`src/ppid_pkg.sv`:
```
// Package for the positional PID controller: beat structs, register
// file layout, register indexes and reset values. No dependencies.
package ppid_pkg;

	localparam int unsigned SAMPLE_WIDTH       = 16;
	localparam int unsigned GAIN_FRAC_BITS_DEF = 8;
	localparam int unsigned GAIN_W             = 16;
	localparam int unsigned LIMIT_W            = 15;
	localparam int unsigned THRESH_W           = 16;
	localparam int unsigned INTEG_W            = 32;
	localparam int unsigned DRIVE_W            = 16;
	localparam int unsigned CFG_IDX_W          = 3;
	localparam int unsigned CFG_DATA_W         = 16;

	typedef enum logic [CFG_IDX_W-1:0] {
		IDX_KP_GAIN        = 3'd0,
		IDX_KI_GAIN        = 3'd1,
		IDX_KD_GAIN        = 3'd2,
		IDX_OUTPUT_LIMIT   = 3'd3,
		IDX_INTEGRAL_LIMIT = 3'd4,
		IDX_SEP_THRESHOLD  = 3'd5,
		IDX_DEADBAND       = 3'd6
	} cfg_idx_t;

	localparam logic [LIMIT_W-1:0]  OUTPUT_LIMIT_RST   = 15'd16384;
	localparam logic [LIMIT_W-1:0]  INTEGRAL_LIMIT_RST = 15'd5000;
	localparam logic [THRESH_W-1:0] SEP_THRESHOLD_RST  = 16'd20;
	localparam logic [THRESH_W-1:0] DEADBAND_RST       = 16'd1;

	typedef struct packed {
		logic signed [GAIN_W-1:0] kp_gain;
		logic signed [GAIN_W-1:0] ki_gain;
		logic signed [GAIN_W-1:0] kd_gain;
		logic [LIMIT_W-1:0]       output_limit;
		logic [LIMIT_W-1:0]       integral_limit;
		logic [THRESH_W-1:0]      separation_threshold;
		logic [THRESH_W-1:0]      deadband;
	} cfg_t;

	typedef struct packed {
		logic signed [SAMPLE_WIDTH-1:0] target_value;
		logic signed [SAMPLE_WIDTH-1:0] measured_value;
	} in_beat_t;

	typedef struct packed {
		logic signed [DRIVE_W-1:0] drive_value;
		logic                      output_clamped;
	} out_beat_t;

endpackage

```
`src/ppid_cfg_regs.sv`:
```
// Configuration register file of the positional PID controller.
// Depends on ppid_pkg.
module ppid_cfg_regs import ppid_pkg::*; (
	input  logic                  clk,
	input  logic                  arst_n,
	input  logic                  wr_en,
	input  logic [CFG_IDX_W-1:0]  wr_index,
	input  logic [CFG_DATA_W-1:0] wr_data,
	output cfg_t                  cfg
);

	cfg_t cfg_q;

	always_ff @(posedge clk or negedge arst_n) begin
		if (!arst_n) begin
			cfg_q.kp_gain              <= '0;
			cfg_q.ki_gain              <= '0;
			cfg_q.kd_gain              <= '0;
			cfg_q.output_limit         <= OUTPUT_LIMIT_RST;
			cfg_q.integral_limit       <= INTEGRAL_LIMIT_RST;
			cfg_q.separation_threshold <= SEP_THRESHOLD_RST;
			cfg_q.deadband             <= DEADBAND_RST;
		end else if (wr_en) begin
			case (wr_index)
				IDX_KP_GAIN:        cfg_q.kp_gain              <= wr_data[GAIN_W-1:0];
				IDX_KI_GAIN:        cfg_q.ki_gain              <= wr_data[GAIN_W-1:0];
				IDX_KD_GAIN:        cfg_q.kd_gain              <= wr_data[GAIN_W-1:0];
				IDX_OUTPUT_LIMIT:   cfg_q.output_limit         <= wr_data[LIMIT_W-1:0];
				IDX_INTEGRAL_LIMIT: cfg_q.integral_limit       <= wr_data[LIMIT_W-1:0];
				IDX_SEP_THRESHOLD:  cfg_q.separation_threshold <= wr_data[THRESH_W-1:0];
				IDX_DEADBAND:       cfg_q.deadband             <= wr_data[THRESH_W-1:0];
				default: ;
			endcase
		end
	end

	assign cfg = cfg_q;

endmodule

```
`src/ppid_core.sv`:
```
// PID datapath: error, integral separation, deadband, P/I/D terms and clamp.
// Holds the integral sum and previous error. Depends on ppid_pkg.
module ppid_core import ppid_pkg::*; #(
	parameter int unsigned GAIN_FRAC_BITS = GAIN_FRAC_BITS_DEF
) (
	input  logic      clk,
	input  logic      arst_n,
	input  cfg_t      cfg,
	input  logic      advance,
	input  in_beat_t  in_beat,
	output out_beat_t out_beat
);

	localparam int unsigned EW   = SAMPLE_WIDTH + 1;
	localparam int unsigned DW   = SAMPLE_WIDTH + 2;
	localparam int unsigned PW   = GAIN_W + EW;
	localparam int unsigned DPW  = GAIN_W + DW;
	localparam int unsigned IPW  = GAIN_W + INTEG_W;
	localparam int unsigned SUMW = DPW + 2;

	logic signed [INTEG_W-1:0] integral_sum_q;
	logic signed [EW-1:0]      prev_err_q;

	logic signed [EW-1:0]      err;
	logic [EW-1:0]             err_mag;
	logic                      accumulate;
	logic signed [INTEG_W:0]   isum_wide;
	logic signed [INTEG_W-1:0] isum_sat;
	logic signed [INTEG_W-1:0] integ_use;
	logic signed [EW-1:0]      err_db;
	logic signed [DW-1:0]      diff;
	logic signed [PW-1:0]      p_prod, p_sh;
	logic signed [DPW-1:0]     d_prod, d_sh;
	logic signed [IPW-1:0]     i_prod, i_sh, ilim_pos, ilim_neg, i_clamped;
	logic signed [SUMW-1:0]    sum, olim_pos, olim_neg, drive_full;
	logic                      over_hi, over_lo;

	assign err     = EW'(in_beat.target_value) - EW'(in_beat.measured_value);
	assign err_mag = err[EW-1] ? EW'(-err) : EW'(err);

	// integral separation: accumulate raw error only when it is small
	assign accumulate = 32'(err_mag) < 32'(cfg.separation_threshold);
	assign isum_wide  = (INTEG_W+1)'(integral_sum_q) + (INTEG_W+1)'(err);

	always_comb begin
		if (isum_wide[INTEG_W] != isum_wide[INTEG_W-1])
			isum_sat = isum_wide[INTEG_W] ? {1'b1, {(INTEG_W-1){1'b0}}}
			                               : {1'b0, {(INTEG_W-1){1'b1}}};
		else
			isum_sat = isum_wide[INTEG_W-1:0];
	end

	assign integ_use = accumulate ? isum_sat : integral_sum_q;

	assign err_db = (32'(err_mag) < 32'(cfg.deadband)) ? '0 : err;
	assign diff   = DW'(err_db) - DW'(prev_err_q);

	assign p_prod = PW'(cfg.kp_gain) * PW'(err_db);
	assign d_prod = DPW'(cfg.kd_gain) * DPW'(diff);
	assign i_prod = IPW'(cfg.ki_gain) * IPW'(integ_use);

	assign p_sh = p_prod >>> GAIN_FRAC_BITS;
	assign d_sh = d_prod >>> GAIN_FRAC_BITS;
	assign i_sh = i_prod >>> GAIN_FRAC_BITS;

	assign ilim_pos = IPW'($signed({1'b0, cfg.integral_limit}));
	assign ilim_neg = -ilim_pos;

	always_comb begin
		if (i_sh > ilim_pos)
			i_clamped = ilim_pos;
		else if (i_sh < ilim_neg)
			i_clamped = ilim_neg;
		else
			i_clamped = i_sh;
	end

	// clamped I term fits the sum width; keep it signed
	assign sum = SUMW'(p_sh) + SUMW'(i_clamped) + SUMW'(d_sh);

	assign olim_pos = SUMW'($signed({1'b0, cfg.output_limit}));
	assign olim_neg = -olim_pos;
	assign over_hi  = sum > olim_pos;
	assign over_lo  = sum < olim_neg;

	always_comb begin
		if (over_hi)
			drive_full = olim_pos;
		else if (over_lo)
			drive_full = olim_neg;
		else
			drive_full = sum;
	end

	assign out_beat.drive_value    = drive_full[DRIVE_W-1:0];
	assign out_beat.output_clamped = over_hi | over_lo;

	always_ff @(posedge clk or negedge arst_n) begin
		if (!arst_n) begin
			integral_sum_q <= '0;
			prev_err_q     <= '0;
		end else if (advance) begin
			integral_sum_q <= integ_use;
			prev_err_q     <= err_db;
		end
	end

endmodule

```
`src/positional_pid_controller.sv`:
```
// Top level of the positional PID controller: handshakes, input and result
// registers. Depends on ppid_pkg, ppid_cfg_regs and ppid_core.
//
// Usage:
//   in channel  : in_valid / in_stall / in_data (target and measured value).
//   out channel : out_valid / out_stall / out_data (drive and clamp flag).
//   cfg channel : cfg_valid / cfg_ready / cfg_index / cfg_data; cfg_ready is
//                 always high, so a write lands on any cycle with cfg_valid.
//                 Registers are only to be rewritten while the block is idle.
// Path: a beat taken lands in the input register; the PID pass is
//   combinational, and the result register loads it whenever that register
//   is not held full by out_stall.
// Throughput: one beat per cycle unless out_stall blocks the result register.
//   The rate is set by the single combinational pass (error, integral update,
//   three multipliers, clamps) between the input and result registers, which
//   also closes the integral and previous error loop on each advance.
// Stall: while a result waits under out_stall, the input register still
//   holds one more beat; in_stall rises only when both are full.
// Reset: gains go to zero, limits/thresholds to their defaults, integral sum
//   and previous error to zero, and both pipeline registers empty.
module positional_pid_controller import ppid_pkg::*; #(
	parameter int unsigned GAIN_FRAC_BITS = GAIN_FRAC_BITS_DEF
) (
	input  logic                  clk,
	input  logic                  arst_n,
	input  logic                  in_valid,
	output logic                  in_stall,
	input  in_beat_t              in_data,
	output logic                  out_valid,
	input  logic                  out_stall,
	output out_beat_t             out_data,
	input  logic                  cfg_valid,
	output logic                  cfg_ready,
	input  logic [CFG_IDX_W-1:0]  cfg_index,
	input  logic [CFG_DATA_W-1:0] cfg_data
);

	cfg_t      cfg;
	in_beat_t  in_s1;
	logic      valid_s1;
	out_beat_t core_out;
	out_beat_t out_q;
	logic      out_valid_q;
	logic      out_blocked;
	logic      advance;

	assign cfg_ready = 1'b1;

	ppid_cfg_regs u_cfg (
		.clk      (clk),
		.arst_n   (arst_n),
		.wr_en    (cfg_valid & cfg_ready),
		.wr_index (cfg_index),
		.wr_data  (cfg_data),
		.cfg      (cfg)
	);

	// result register is full and the receiver holds it
	assign out_blocked = out_valid_q & out_stall;
	assign advance     = valid_s1 & ~out_blocked;
	assign in_stall    = valid_s1 & out_blocked;

	ppid_core #(
		.GAIN_FRAC_BITS (GAIN_FRAC_BITS)
	) u_core (
		.clk      (clk),
		.arst_n   (arst_n),
		.cfg      (cfg),
		.advance  (advance),
		.in_beat  (in_s1),
		.out_beat (core_out)
	);

	// control
	always_ff @(posedge clk or negedge arst_n) begin
		if (!arst_n) begin
			valid_s1    <= 1'b0;
			out_valid_q <= 1'b0;
		end else begin
			if (!in_stall)
				valid_s1 <= in_valid;
			if (advance)
				out_valid_q <= 1'b1;
			else if (!out_stall)
				out_valid_q <= 1'b0;
		end
	end

	// payload, no reset needed
	always_ff @(posedge clk) begin
		if (!in_stall && in_valid)
			in_s1 <= in_data;
		if (advance)
			out_q <= core_out;
	end

	assign out_valid = out_valid_q;
	assign out_data  = out_q;

	a_stall_only_when_full: assert property (@(posedge clk) disable iff (!arst_n)
		in_stall |-> (valid_s1 && out_valid_q))
		else $error("input stalled with a free slot");

	a_advance_fills_out: assert property (@(posedge clk) disable iff (!arst_n)
		advance |=> out_valid_q)
		else $error("result register not loaded after advance");

	a_drive_in_limit: assert property (@(posedge clk) disable iff (!arst_n)
		out_valid_q |-> (out_q.drive_value <= $signed({1'b0, cfg.output_limit}) &&
		                 out_q.drive_value >= -$signed({1'b0, cfg.output_limit})))
		else $error("drive outside output limit");

	a_clamp_at_limit: assert property (@(posedge clk) disable iff (!arst_n)
		(out_valid_q && out_q.output_clamped) |->
		(out_q.drive_value == $signed({1'b0, cfg.output_limit}) ||
		 out_q.drive_value == -$signed({1'b0, cfg.output_limit})))
		else $error("clamped drive not at limit");

endmodule
```
`config.mk`:
```
export PLATFORM = sky130hd
export DESIGN_NAME = positional_pid_controller
export DESIGN_NICKNAME = d
export VERILOG_FILES = /design/src/ppid_pkg.sv /design/src/ppid_cfg_regs.sv /design/src/ppid_core.sv /design/src/positional_pid_controller.sv
export SDC_FILE = /design/constraint.sdc
export NUM_CORES = 2
export LEC_CHECK = 0
export BUFFER_PORTS_ARGS = -buffer_cell sky130_fd_sc_hd__buf_2
export CAP_MARGIN = 40
export CORE_MARGIN = 1.5
export CORE_UTILIZATION = 35
export CTS_CLUSTER_DIAMETER = 150
export DETAILED_ROUTE_END_ITERATION = 6
export SLEW_MARGIN = 20
export SYNTH_ARGS = -nofsm -noshare
export SYNTH_HDL_FRONTEND = slang
export SYNTH_SLANG_ARGS = --single-unit
```
`constraint.sdc`:
```
create_clock -name clk -period 18.4 [get_ports clk]
set_input_delay 4.6 -clock clk [delete_from_list [all_inputs] [get_ports clk]]
set_output_delay 4.6 -clock clk [all_outputs]
set_load 0.02 [all_outputs]
```
==> results_dict.tcl <==
set metrics [dict create \
    status "complete, no violations" \
    drc 0 \
    netlist.top_cell.by_area "fa_1" \
    min_period_ps 18250 \
    yosys.cell_types.count 98 \
    fillers 15900 \
    overflow 0 \
    clk_latency_ps 630 \
    fmax_ghz 0.0548 \
    synth_edf_count 49 \
    crit_required_ps 18790 \
    die_h_um 410 \
    syn_avg_cell_area_um2 8.86 \
    num_vias 48200 \
    drive_gt1_share_pct 22.7 \
    die_x_um 410 \
    wl_met3_um 11900 \
    hold_viol 0 \
    grt.total_usage_pct 21.3 \
    skew_ps 19.1 \
    fin_area_mm2 0.0712 \
    fin_ws_ps 147 \
    setup_viol 0 \
    path_clk_slew_ps 70 \
    clockBufferDepth 3 \
    synth_area_mm2 0.0579 \
    relSlewSlack_pct 32.0 \
    ys_seq_area_share_pct 9.52 \
    reg2reg_depth 96 \
    max_stage_delay_ps 580 \
    dpl_cell_area_mm2 0.0665 \
    antenna_found_initial 12 \
    route.antenna.remaining_nets 0 \
    via_per_inst 5.03 \
    cp-start-kind "register" \
    grt_pass1_vias 51000 \
    reg2reg_slack_ps 150 \
    regArea_mm2 0.00551 \
    rsz0062_at_grt "yes" \
    htree_levels 1 \
    dr.pass1.iters 7 \
    finalSetupTns_ps 0 \
    cp_slowest_cell "fa_1" \
    io_pins 76 \
    highest_layer "met5" \
    critPathKind "register to register" \
    path_max_fanout 8 \
    crit_path_end_kind "register" \
    hold_path_class "register to register" \
    core_mm2 0.165 \
    drv_slew 0 \
    row_count 149 \
    syn_to_final_growth_pct 23.0 \
    worst_ep_arrival_time_ps 18640 \
    drtIter0Drc 2949 \
    startpoint "in_s1[0]" \
    hpwlAfterDp_um 144000 \
    start_util_pct 35.2 \
    final_cell_mix "1329 x inv_1, 1065 x fa_1, 895 x buf_4, 795 x nand2_1, 467 x ha_1" \
    tightest_slew_ps 1010 \
    gp_congestion 0.918 \
    io_buffer_count 74 \
    met1_length_um 76900 \
    syn_nets 8203 \
    post_drt_wl_per_cell_um 18.7 \
    drv_cap 0 \
    synthFlopType "dfrtp_1" \
    multi_input_area_mm2 0.0485 \
    tritoncts "built" \
    r2r_start "in_s1[0]" \
    grt_max_degree 66 \
    synthTopCellsByArea "fa_1 38%, ha_1 11%, inv_1 8.8%, dfrtp_1 6.6%, nand2_1 5.3%" \
    drt-total-wl_um 179000 \
    dp_slack_ps -886 \
    syn_inst 6538 \
    synth-seq-cells 210 \
    nNetsFinal 9021 \
    synthArstFlopShare_pct 76.7 \
    dieArea_mm2 0.168 \
    cts_made_buffers 30 \
    crit_end "out_data[14]" \
    synth.top_cell.area_share_pct 37.6 \
    layout_commonest_cell "inv_1" \
    cts-root-buf "clkbuf_16" \
    fin_crit_sh_pct 99.2 \
    grt_first_pass_wirelength_um 284000 \
    synth_warnings 0 \
    wl_met2_um 85000 \
    timing.rr.end "out_data[14]" \
    cts_sinks 210 \
]
cells by family after synthesis:
kind of cell / Yosys count / share of synthesized area [%]
buffers and inverters: 1632 / 10.6
AND/OR/NAND/NOR: 1942 / 16.4
multiplexers: 129 / 2.51
adder cells (fa/ha/maj): 1609 / 48.9
XOR/XNOR: 206 / 3.18
other: 1 / 0.00648
AO/OA/AOI/OAI: 809 / 8.92
flip-flops: 210 / 9.52
routing by layer:
| metal | track usage [%] | vias up |
|---|---|---|
| li1 | - | 22000 |
| met1 | 29.4 | 24500 |
| met2 | 35.3 | 1366 |
| met3 | 2.79 | 269 |
| met4 | 4.80 | 4 |
| met5 | 0 | - |
Yosys cell counts, drive strengths merged (78+ instances only):
library cell / count
o21ai: 211
xnor2: 133
dfrtp: 152
ha: 521
a21o: 94
nor2b: 93
nor3: 78
clkbuf: 247
a21oi: 223
mux2: 114
nand2: 815
and2: 370
inv: 1359
fa: 1088
nor2: 238
layout make-up:
cell class | count | share of cell area, %
Clock inverter | 25 | 0.320
Antenna cell | 3 | 0.0105
Sequential cell | 210 | 7.74
Multi-Input combinational cell | 4696 | 68.1
Clock buffer | 31 | 1.07
Timing Repair Buffer | 1056 | 11.7
Inverter | 1362 | 7.20
Tap cell | 2189 | 3.84
per-stage QoR:
| stage | cells | hold slack, ps | util, % |
|---|---|---|---|
| final | 9572 | 498 | 43.3 |
| after global routing | 9571 | 514 | 43.3 |
| after CTS | 9483 | 501 | 41.8 |
| after detailed placement | 9358 | 486 | 40.4 |
| after global placement | 9352 | 472 | 40.4 |
| after floorplan | 6538 | 454 | - |
flip-flops by register name, indices dropped and copies added (netlist names):
name,cells
u_core.prev_err_q,17
u_cfg.cfg,110
out_data,17
u_core.integral_sum_q,32
out_valid,1
valid_s1,1
in_s1,32
worst min path at each step:
stage	start	to	slack, ps	cells past startpoint
after global placement	valid_s1	out_valid	470	1
after CTS	u_core.prev_err_q[0]	u_core.prev_err_q[0]	500	2
after detailed placement	u_core.prev_err_q[0]	u_core.prev_err_q[0]	490	2
after global routing	u_cfg.cfg[15]	u_cfg.cfg[15]	510	1
final	valid_s1	out_valid	500	1
after floorplan	u_core.prev_err_q[0]	u_core.prev_err_q[0]	450	2
worst max-delay path: cells and delay by family, from the launching register on:
family / cells / cell delay (ps)
buffers and inverters: 19 / 2130
AND/OR/NAND/NOR: 15 / 1460
adder cells (fa/ha/maj): 15 / 5790
AO/OA/AOI/OAI: 42 / 6980
flip-flops: 1 / 360
XOR/XNOR: 4 / 970
multiplexers: 1 / 280
timing repair:
| item | in CTS | in global routing |
|---|---|---|
| setup endpoints to repair | 17 | 17 |
| pin swaps | 114 | 235 |
| cloned | 5 | 2 |
| resized for setup | 168 | 417 |
| hold buffers | 0 | 0 |
| buffers inserted | 65 | 83 |
Power is not shown: default switching activity piles up to over one toggle a cycle in this logic, so the estimate is an artifact.
